<file path="config.mk">
export PLATFORM = sky130hd
export DESIGN_NAME = pid_step_clamped_integral
export DESIGN_NICKNAME = d
export VERILOG_FILES = /design/src/sv/pidsc_pkg.sv /design/src/sv/pidsc_regs.sv /design/src/sv/pidsc_law.sv /design/src/sv/pid_step_clamped_integral.sv
export SDC_FILE = /design/constraint.sdc
export NUM_CORES = 2
export LEC_CHECK = 0
export BUFFER_PORTS_ARGS = -buffer_cell sky130_fd_sc_hd__buf_4
export CAP_MARGIN = 20
export CELL_PAD_IN_SITES_DETAIL_PLACEMENT = 1
export CELL_PAD_IN_SITES_GLOBAL_PLACEMENT = 1
export CORE_MARGIN = 10
export CORE_UTILIZATION = 40
export DETAILED_ROUTE_END_ITERATION = 16
export PLACE_DENSITY = 0.68
export SYNTH_ARGS = -nofsm -noshare
export SYNTH_HDL_FRONTEND = slang
export SYNTH_SLANG_ARGS = --single-unit
</file>
<file path="constraint.sdc">
create_clock -name clk_i -period 26 [get_ports clk_i]
set_clock_uncertainty 0.1 [all_clocks]
set_input_delay 2.6 -clock clk_i [delete_from_list [all_inputs] [get_ports clk_i]]
set_output_delay 2.6 -clock clk_i [all_outputs]
set_load 0.02 [all_outputs]
</file>
<file path="src/sv/pidsc_pkg.sv">
// Shared types and constants for the clamped-integral PID controller.
package pidsc_pkg;

  localparam int GAIN_W  = 16;
  localparam int LIMIT_W = 15;
  localparam int SUM_W   = 32;
  localparam int ADDR_W  = 5;
  localparam int APB_W   = 32;

  typedef enum logic [2:0] {
    REG_GAIN_P         = 3'd0,
    REG_GAIN_I         = 3'd1,
    REG_GAIN_D         = 3'd2,
    REG_INTEGRAL_LIMIT = 3'd3,
    REG_OUTPUT_LIMIT   = 3'd4
  } reg_idx_e;

  typedef struct packed {
    logic signed [GAIN_W-1:0]  gain_p;
    logic signed [GAIN_W-1:0]  gain_i;
    logic signed [GAIN_W-1:0]  gain_d;
    logic        [LIMIT_W-1:0] integral_limit;
    logic        [LIMIT_W-1:0] output_limit;
  } cfg_t;

endpackage

</file>
<file path="src/sv/pidsc_regs.sv">
// APB register file holding gains and limits.
module pidsc_regs (
  input  logic                          clk_i,
  input  logic                          rst_ni,
  input  logic                          psel,
  input  logic                          penable,
  input  logic                          pwrite,
  input  logic [pidsc_pkg::ADDR_W-1:0]  paddr,
  input  logic [pidsc_pkg::APB_W-1:0]   pwdata,
  output logic [pidsc_pkg::APB_W-1:0]   prdata,
  output logic                          pready,
  output pidsc_pkg::cfg_t               cfg_o
);
  import pidsc_pkg::*;

  cfg_t     cfg_d, cfg_q;
  reg_idx_e idx;
  logic     wr_en;

  assign idx    = reg_idx_e'(paddr[ADDR_W-1:2]);
  assign wr_en  = psel && penable && pwrite;
  assign pready = 1'b1;
  assign cfg_o  = cfg_q;

  always_comb begin
    cfg_d = cfg_q;
    if (wr_en) begin
      unique case (idx)
        REG_GAIN_P:         cfg_d.gain_p         = pwdata[GAIN_W-1:0];
        REG_GAIN_I:         cfg_d.gain_i         = pwdata[GAIN_W-1:0];
        REG_GAIN_D:         cfg_d.gain_d         = pwdata[GAIN_W-1:0];
        REG_INTEGRAL_LIMIT: cfg_d.integral_limit = pwdata[LIMIT_W-1:0];
        REG_OUTPUT_LIMIT:   cfg_d.output_limit   = pwdata[LIMIT_W-1:0];
        default:            cfg_d = cfg_q;
      endcase
    end
  end

  always_comb begin
    unique case (idx)
      REG_GAIN_P:         prdata = APB_W'(unsigned'(cfg_q.gain_p));
      REG_GAIN_I:         prdata = APB_W'(unsigned'(cfg_q.gain_i));
      REG_GAIN_D:         prdata = APB_W'(unsigned'(cfg_q.gain_d));
      REG_INTEGRAL_LIMIT: prdata = APB_W'(cfg_q.integral_limit);
      REG_OUTPUT_LIMIT:   prdata = APB_W'(cfg_q.output_limit);
      default:            prdata = '0;
    endcase
  end

  always_ff @(posedge clk_i or negedge rst_ni) begin
    if (!rst_ni) begin
      cfg_q <= '0;
    end else begin
      cfg_q <= cfg_d;
    end
  end

endmodule

</file>
<file path="src/sv/pidsc_law.sv">
// Control law: error sum update, P/I/D terms, anti-windup and output clamp.
module pidsc_law #(
  parameter int DATA_WIDTH = 16,
  parameter int FRAC_BITS  = 8
) (
  input  pidsc_pkg::cfg_t                         cfg_i,
  input  logic signed [DATA_WIDTH:0]              err_i,
  input  logic signed [DATA_WIDTH:0]              prev_err_i,
  input  logic signed [pidsc_pkg::SUM_W-1:0]      err_sum_i,
  output logic signed [pidsc_pkg::SUM_W-1:0]      err_sum_o,
  output logic signed [DATA_WIDTH-1:0]            drive_o
);
  import pidsc_pkg::*;

  localparam int EW  = DATA_WIDTH + 1;
  localparam int SW  = ((EW > SUM_W) ? EW : SUM_W) + 1;
  localparam int IPW = GAIN_W + SUM_W;
  localparam int PW  = (DATA_WIDTH + 18 > IPW) ? DATA_WIDTH + 18 : IPW;
  localparam int TW  = PW + 2;

  localparam logic signed [SW-1:0] SUM_MAX = {{(SW-SUM_W+1){1'b0}}, {(SUM_W-1){1'b1}}};
  localparam logic signed [SW-1:0] SUM_MIN = {{(SW-SUM_W+1){1'b1}}, {(SUM_W-1){1'b0}}};
  localparam logic [31:0] DMAX = (32'd1 << (DATA_WIDTH - 1)) - 32'd1;

  logic signed [SW-1:0]           sum_wide;
  logic signed [SUM_W-1:0]        sum_sat;
  logic signed [SUM_W-1:0]        acc_sum;
  logic signed [IPW-1:0]          i_prod;
  logic signed [DATA_WIDTH+16:0]  p_prod;
  logic signed [DATA_WIDTH+1:0]   d_diff;
  logic signed [DATA_WIDTH+17:0]  d_prod;
  logic signed [TW-1:0]           ilim, i_ext, i_term;
  logic        [31:0]             olim_int;
  logic signed [TW-1:0]           olim, total, total_c, shifted;
  logic                           hold;

  always_comb begin
    sum_wide = SW'(err_sum_i) + SW'(err_i);
    if (sum_wide > SUM_MAX)      sum_sat = SUM_MAX[SUM_W-1:0];
    else if (sum_wide < SUM_MIN) sum_sat = SUM_MIN[SUM_W-1:0];
    else                         sum_sat = sum_wide[SUM_W-1:0];
    acc_sum = (cfg_i.gain_i != '0) ? sum_sat : err_sum_i;
  end

  assign i_prod = cfg_i.gain_i * acc_sum;
  assign p_prod = cfg_i.gain_p * err_i;
  assign d_diff = (DATA_WIDTH+2)'(err_i) - (DATA_WIDTH+2)'(prev_err_i);
  assign d_prod = cfg_i.gain_d * d_diff;

  // anti-windup: a clamped I term drops this step's contribution to the sum
  always_comb begin
    ilim  = signed'(TW'(cfg_i.integral_limit)) <<< FRAC_BITS;
    i_ext = TW'(i_prod);
    hold  = 1'b0;
    if (i_ext >= ilim) begin
      i_term = ilim;
      hold   = 1'b1;
    end else if (i_ext <= -ilim) begin
      i_term = -ilim;
      hold   = 1'b1;
    end else begin
      i_term = i_ext;
    end
    err_sum_o = hold ? err_sum_i : acc_sum;
  end

  always_comb begin
    olim_int = (32'(cfg_i.output_limit) < DMAX) ? 32'(cfg_i.output_limit) : DMAX;
    olim     = signed'(TW'(olim_int)) <<< FRAC_BITS;
    total    = TW'(p_prod) + i_term + TW'(d_prod);
    if (total >= olim)       total_c = olim;
    else if (total <= -olim) total_c = -olim;
    else                     total_c = total;
    shifted  = total_c >>> FRAC_BITS;   // floor toward minus infinity
    drive_o  = shifted[DATA_WIDTH-1:0];
  end

endmodule

</file>
<file path="src/sv/pid_step_clamped_integral.sv">
// Top level of the clamped-integral PID controller.
//
//   channel | dir | handshake               | payload
//   --------+-----+-------------------------+----------------------
//   in      | in  | in_valid_i / in_stall_o | setpoint_i, measured_i
//   out     | out | out_valid_o / out_stall_i | drive_o
//   cfg     | in  | APB psel/penable/pwrite | paddr, pwdata, prdata
//
// One item per cycle sustained while out_stall_i is low; an accepted item passes the
// input register, then the control law into the result register, where out_valid_o
// rises and the result can leave.
// The error-sum feedback closes through one 16x32 multiply inside that stage.
// Reset clears gains, limits, error sum and last error, and empties both stages.
// A stalled result holds in the output register; the input register still
// takes one more item, after which in_stall_o follows out_stall_i.
module pid_step_clamped_integral #(
  parameter int DATA_WIDTH = 16,
  parameter int FRAC_BITS  = 8
) (
  input  logic                          clk_i,
  input  logic                          rst_ni,
  input  logic                          psel,
  input  logic                          penable,
  input  logic                          pwrite,
  input  logic [pidsc_pkg::ADDR_W-1:0]  paddr,
  input  logic [pidsc_pkg::APB_W-1:0]   pwdata,
  output logic [pidsc_pkg::APB_W-1:0]   prdata,
  output logic                          pready,
  input  logic                          in_valid_i,
  output logic                          in_stall_o,
  input  logic signed [DATA_WIDTH-1:0]  setpoint_i,
  input  logic signed [DATA_WIDTH-1:0]  measured_i,
  output logic                          out_valid_o,
  input  logic                          out_stall_i,
  output logic signed [DATA_WIDTH-1:0]  drive_o
);
  import pidsc_pkg::*;

  cfg_t                      cfg;
  logic                      in_fire, advance, fire;
  logic                      v1_d, v1_q, v2_d, v2_q;
  logic signed [DATA_WIDTH:0] err_d, err_q;
  logic signed [DATA_WIDTH:0] prev_err_q;
  logic signed [SUM_W-1:0]   err_sum_d, err_sum_q;
  logic signed [DATA_WIDTH-1:0] drive_d, drive_q;

  pidsc_regs u_regs (
    .clk_i   (clk_i),
    .rst_ni  (rst_ni),
    .psel    (psel),
    .penable (penable),
    .pwrite  (pwrite),
    .paddr   (paddr),
    .pwdata  (pwdata),
    .prdata  (prdata),
    .pready  (pready),
    .cfg_o   (cfg)
  );

  pidsc_law #(
    .DATA_WIDTH (DATA_WIDTH),
    .FRAC_BITS  (FRAC_BITS)
  ) u_law (
    .cfg_i      (cfg),
    .err_i      (err_q),
    .prev_err_i (prev_err_q),
    .err_sum_i  (err_sum_q),
    .err_sum_o  (err_sum_d),
    .drive_o    (drive_d)
  );

  assign advance    = !v2_q || !out_stall_i;
  assign fire       = v1_q && advance;
  assign in_stall_o = v1_q && !advance;
  assign in_fire    = in_valid_i && !in_stall_o;

  assign err_d = (DATA_WIDTH+1)'(setpoint_i) - (DATA_WIDTH+1)'(measured_i);
  assign v1_d  = in_fire || (v1_q && !advance);
  assign v2_d  = fire || (v2_q && out_stall_i);

  assign out_valid_o = v2_q;
  assign drive_o     = drive_q;

  always_ff @(posedge clk_i or negedge rst_ni) begin
    if (!rst_ni) begin
      v1_q       <= 1'b0;
      v2_q       <= 1'b0;
      err_sum_q  <= '0;
      prev_err_q <= '0;
    end else begin
      v1_q <= v1_d;
      v2_q <= v2_d;
      if (fire) begin
        err_sum_q  <= err_sum_d;
        prev_err_q <= err_q;
      end
    end
  end

  always_ff @(posedge clk_i) begin
    if (in_fire) begin
      err_q <= err_d;
    end
    if (fire) begin
      drive_q <= drive_d;
    end
  end

endmodule

</file>
==> metrics.md <==
| Metric | Value |
|---|---|
| Status | `complete, no violations` |
| Worst R2R Setup Slack | `1.39 ns` |
| # IOs | `127` |
| Slew HR | `23.7%` |
| CTS sink cnt | `162` |
| CTS root buf | `clkbuf_16` |
| Synth Flop Type | `dfrtp_1` |
| Initial DRC Count | `just under 3,000` |
| Starting density of the core | `40.2%` |
| Setup crit start | `err_q[16]` |
| Critical path's slowest cell | `o21ai_2` |
| Startpoint Class | `flop` |
| Synth Area per Inst | `8.93 um^2` |
| Die Y | `405 um` |
| Total core area | `around 150,000 um^2` |
| Routed wire length | `207,000 um` |
| TNS Setup | `0 ns` |
| GRT Total Usage | `25.4%` |
| Min-delay worst type | `reg2reg` |
| Most frequent CP cell | `fa_1` |
| Seq/Total Area, Yosys | `~7.1%` |
| Slew @ Worst Pin | `about 1.1 ns` |
| First drt pass iteration count | `6` |
| Initial antenna violation count | `6` |
| TritonCTS Buffers | `17` |
| Area Overhead vs Synth | `8.39%` |
| RD Place Congestion | `a little over 0.9` |
| Placed Cells | `approximately 8,700` |
| Max-cap viol count | `0` |
| YS warnings | `0` |
| Post-CTS Hold Buffers | `0` |
| DRC | `0` |
| Share of layout cells above drive strength 1 | `8.20%` |
| GRT overflow | `0` |
| Setup violators final | `0` |
| Mapped Area | `59,400 um^2` |
| Final min period | `24.61 ns` |
| Row count | `around 140` |
| Max clock buf depth | `2` |
| WS Path Type | `reg2reg` |
| Largest net degree at the start of global routing | `75` |
| RSZ-0062 raised after global routing | `false` |
| Vias | `~47,000` |
| Post-layout nets | `8,614` |
| Vias per cell | `5.39` |
| Most common cell after layout, fill and taps aside | `inv_1` |
| Reg2Reg Capture Point | `drive_o[10]` |
| Final Non-Filler Cells | `8,713` |
| Crit Path Max Fanout | `13` |
| Antenna-violating nets left | `0` |
| CTS tree | `yes` |
| CP Data Required Time | `26.14 ns` |
| Die Wd | `405 um` |
| Syn Inst Count | `6,653` |
| Fmax | `40.6 MHz` |
| Tcrit/Tclk final | `94.6%` |
| Slew Viols, Final | `0` |
| Max stage delay on crit path | `0.68 ns` |
| Worst hold slack | `0.401 ns` |
| Cells on worst reg2reg path | `87` |
| CP arrival | `around 25 ns` |
| Layout fillers | `17,198` |
| Async S/R FF share, synth | `79.6%` |
| Crit. End Element | `flop` |
| H-tree depth | `4` |
| Die area | `164,000 um^2` |
| DP HPWL | `around 170,000 um` |
| Number of global-route vias before repair | `roughly 52,000` |
| Final Hold Fails | `0` |
| Clock transition at path regs | `0.08 ns` |
| Synth Register Bits | `162` |
| Post-synth EDFFs | `33` |
| DR WL/cell | `23.7 um` |
| Worst skew pair latency | `0.51 ns` |
| Port Buffers | `91` |
| Reg-to-Reg Start | `err_q[16]` |
| Final Core Density | `43.6%` |
| Post-CTS setup buffers | `0` |
| Most frequent cells in the layout | `inv_1 (1,512), fa_1 (1,306), nand2_1 (865)` |
| Synth unique cells | `87` |
| First-pass GRT wire length | `approximately 320,000 um` |
| Crit path capture | `drive_o[10]` |
## logic make-up after synthesis
logic type	after synthesis	synth area share, %
buffers and inverters	1841	11.8
AND/OR/NAND/NOR	1791	14.2
adder cells (fa/ha/maj)	1782	54.0
AO/OA/AOI/OAI	791	8.32
flip-flops	162	7.10
XOR/XNOR	160	2.36
multiplexers	124	2.28
other	2	0.0126
## critical path: cells and delay by family, from the launching register on
family / cells / cell delay (ns)
AO/OA/AOI/OAI: 35 / 9.45
adder cells (fa/ha/maj): 20 / 9.11
buffers and inverters: 17 / 2.49
AND/OR/NAND/NOR: 13 / 2.26
flip-flops: 1 / 0.64
multiplexers: 1 / 0.14
XOR/XNOR: 1 / 0.09
## layout make-up
| class | instances | area [um^2] | area share, % |
|---|---|---|---|
| clock inverters | 12 | 116 | 0.181 |
| inverters | 1516 | 5690 | 8.83 |
| repair buffers | 407 | 3130 | 4.86 |
| multi-input cells | 4665 | 48400 | 75.1 |
| flip-flops and latches | 162 | 4220 | 6.55 |
| clock buffers | 20 | 467 | 0.724 |
| well taps | 1930 | 2410 | 3.75 |
| diodes | 1 | 2.50 | 0.00388 |
## layer usage
metal	GRT usage, %	wire [um]	vias up
met5	0	36	-
met4	8.81	7630	6
met3	3.37	10800	333
met2	41.7	97200	1165
met1	34.6	91100	24980
li1	-	-	20485
## registers in the layout, indices dropped and copies added, names as in the netlist
name          flops
out_valid_o       1
err_sum_q        32
prev_err_q       17
err_q            17
drive_o          16
v1_q              1
u_regs.cfg_o     78
## repair_timing
action,4_1_cts,5_1_grt
setup endpoints to repair,0,10
resized for setup,0,5
endpoints found under the hold margin,0,0
## through the flow
step,area [um^2],worst slack [ns]
5_1_grt,64400,0.0424
6_report,64400,1.39
2_1_floorplan,59500,3.84
3_3_place_gp,63800,1.95
4_1_cts,64400,1.20
3_5_place_dp,63800,1.33
## how the worst min path moves through the flow
stage / startpoint / to / slack [ns] / depth (start not counted)
floorplan: v1_q / out_valid_o / 0.34 / 1
global placement: v1_q / out_valid_o / 0.36 / 1
detailed placement: v1_q / out_valid_o / 0.39 / 1
CTS: v1_q / out_valid_o / 0.40 / 1
global route: v1_q / out_valid_o / 0.44 / 1
finish: v1_q / out_valid_o / 0.40 / 1
## synthesized netlist by cell type, types with 67 or more instances
master | instances | area, um^2
mux2_2 | 67 | 754
a21oi_1 | 224 | 1120
dfrtp_1 | 129 | 3230
nor2_1 | 218 | 818
clkbuf_1 | 276 | 1040
nand2_1 | 868 | 3260
o21ai_0 | 193 | 966
xnor2_1 | 126 | 1100
inv_1 | 1513 | 5680
ha_1 | 463 | 5790
and2_1 | 339 | 2120
fa_1 | 1306 | 26100
Power is not shown: default switching activity piles up to over one toggle a cycle in this logic, so the estimate is an artifact.
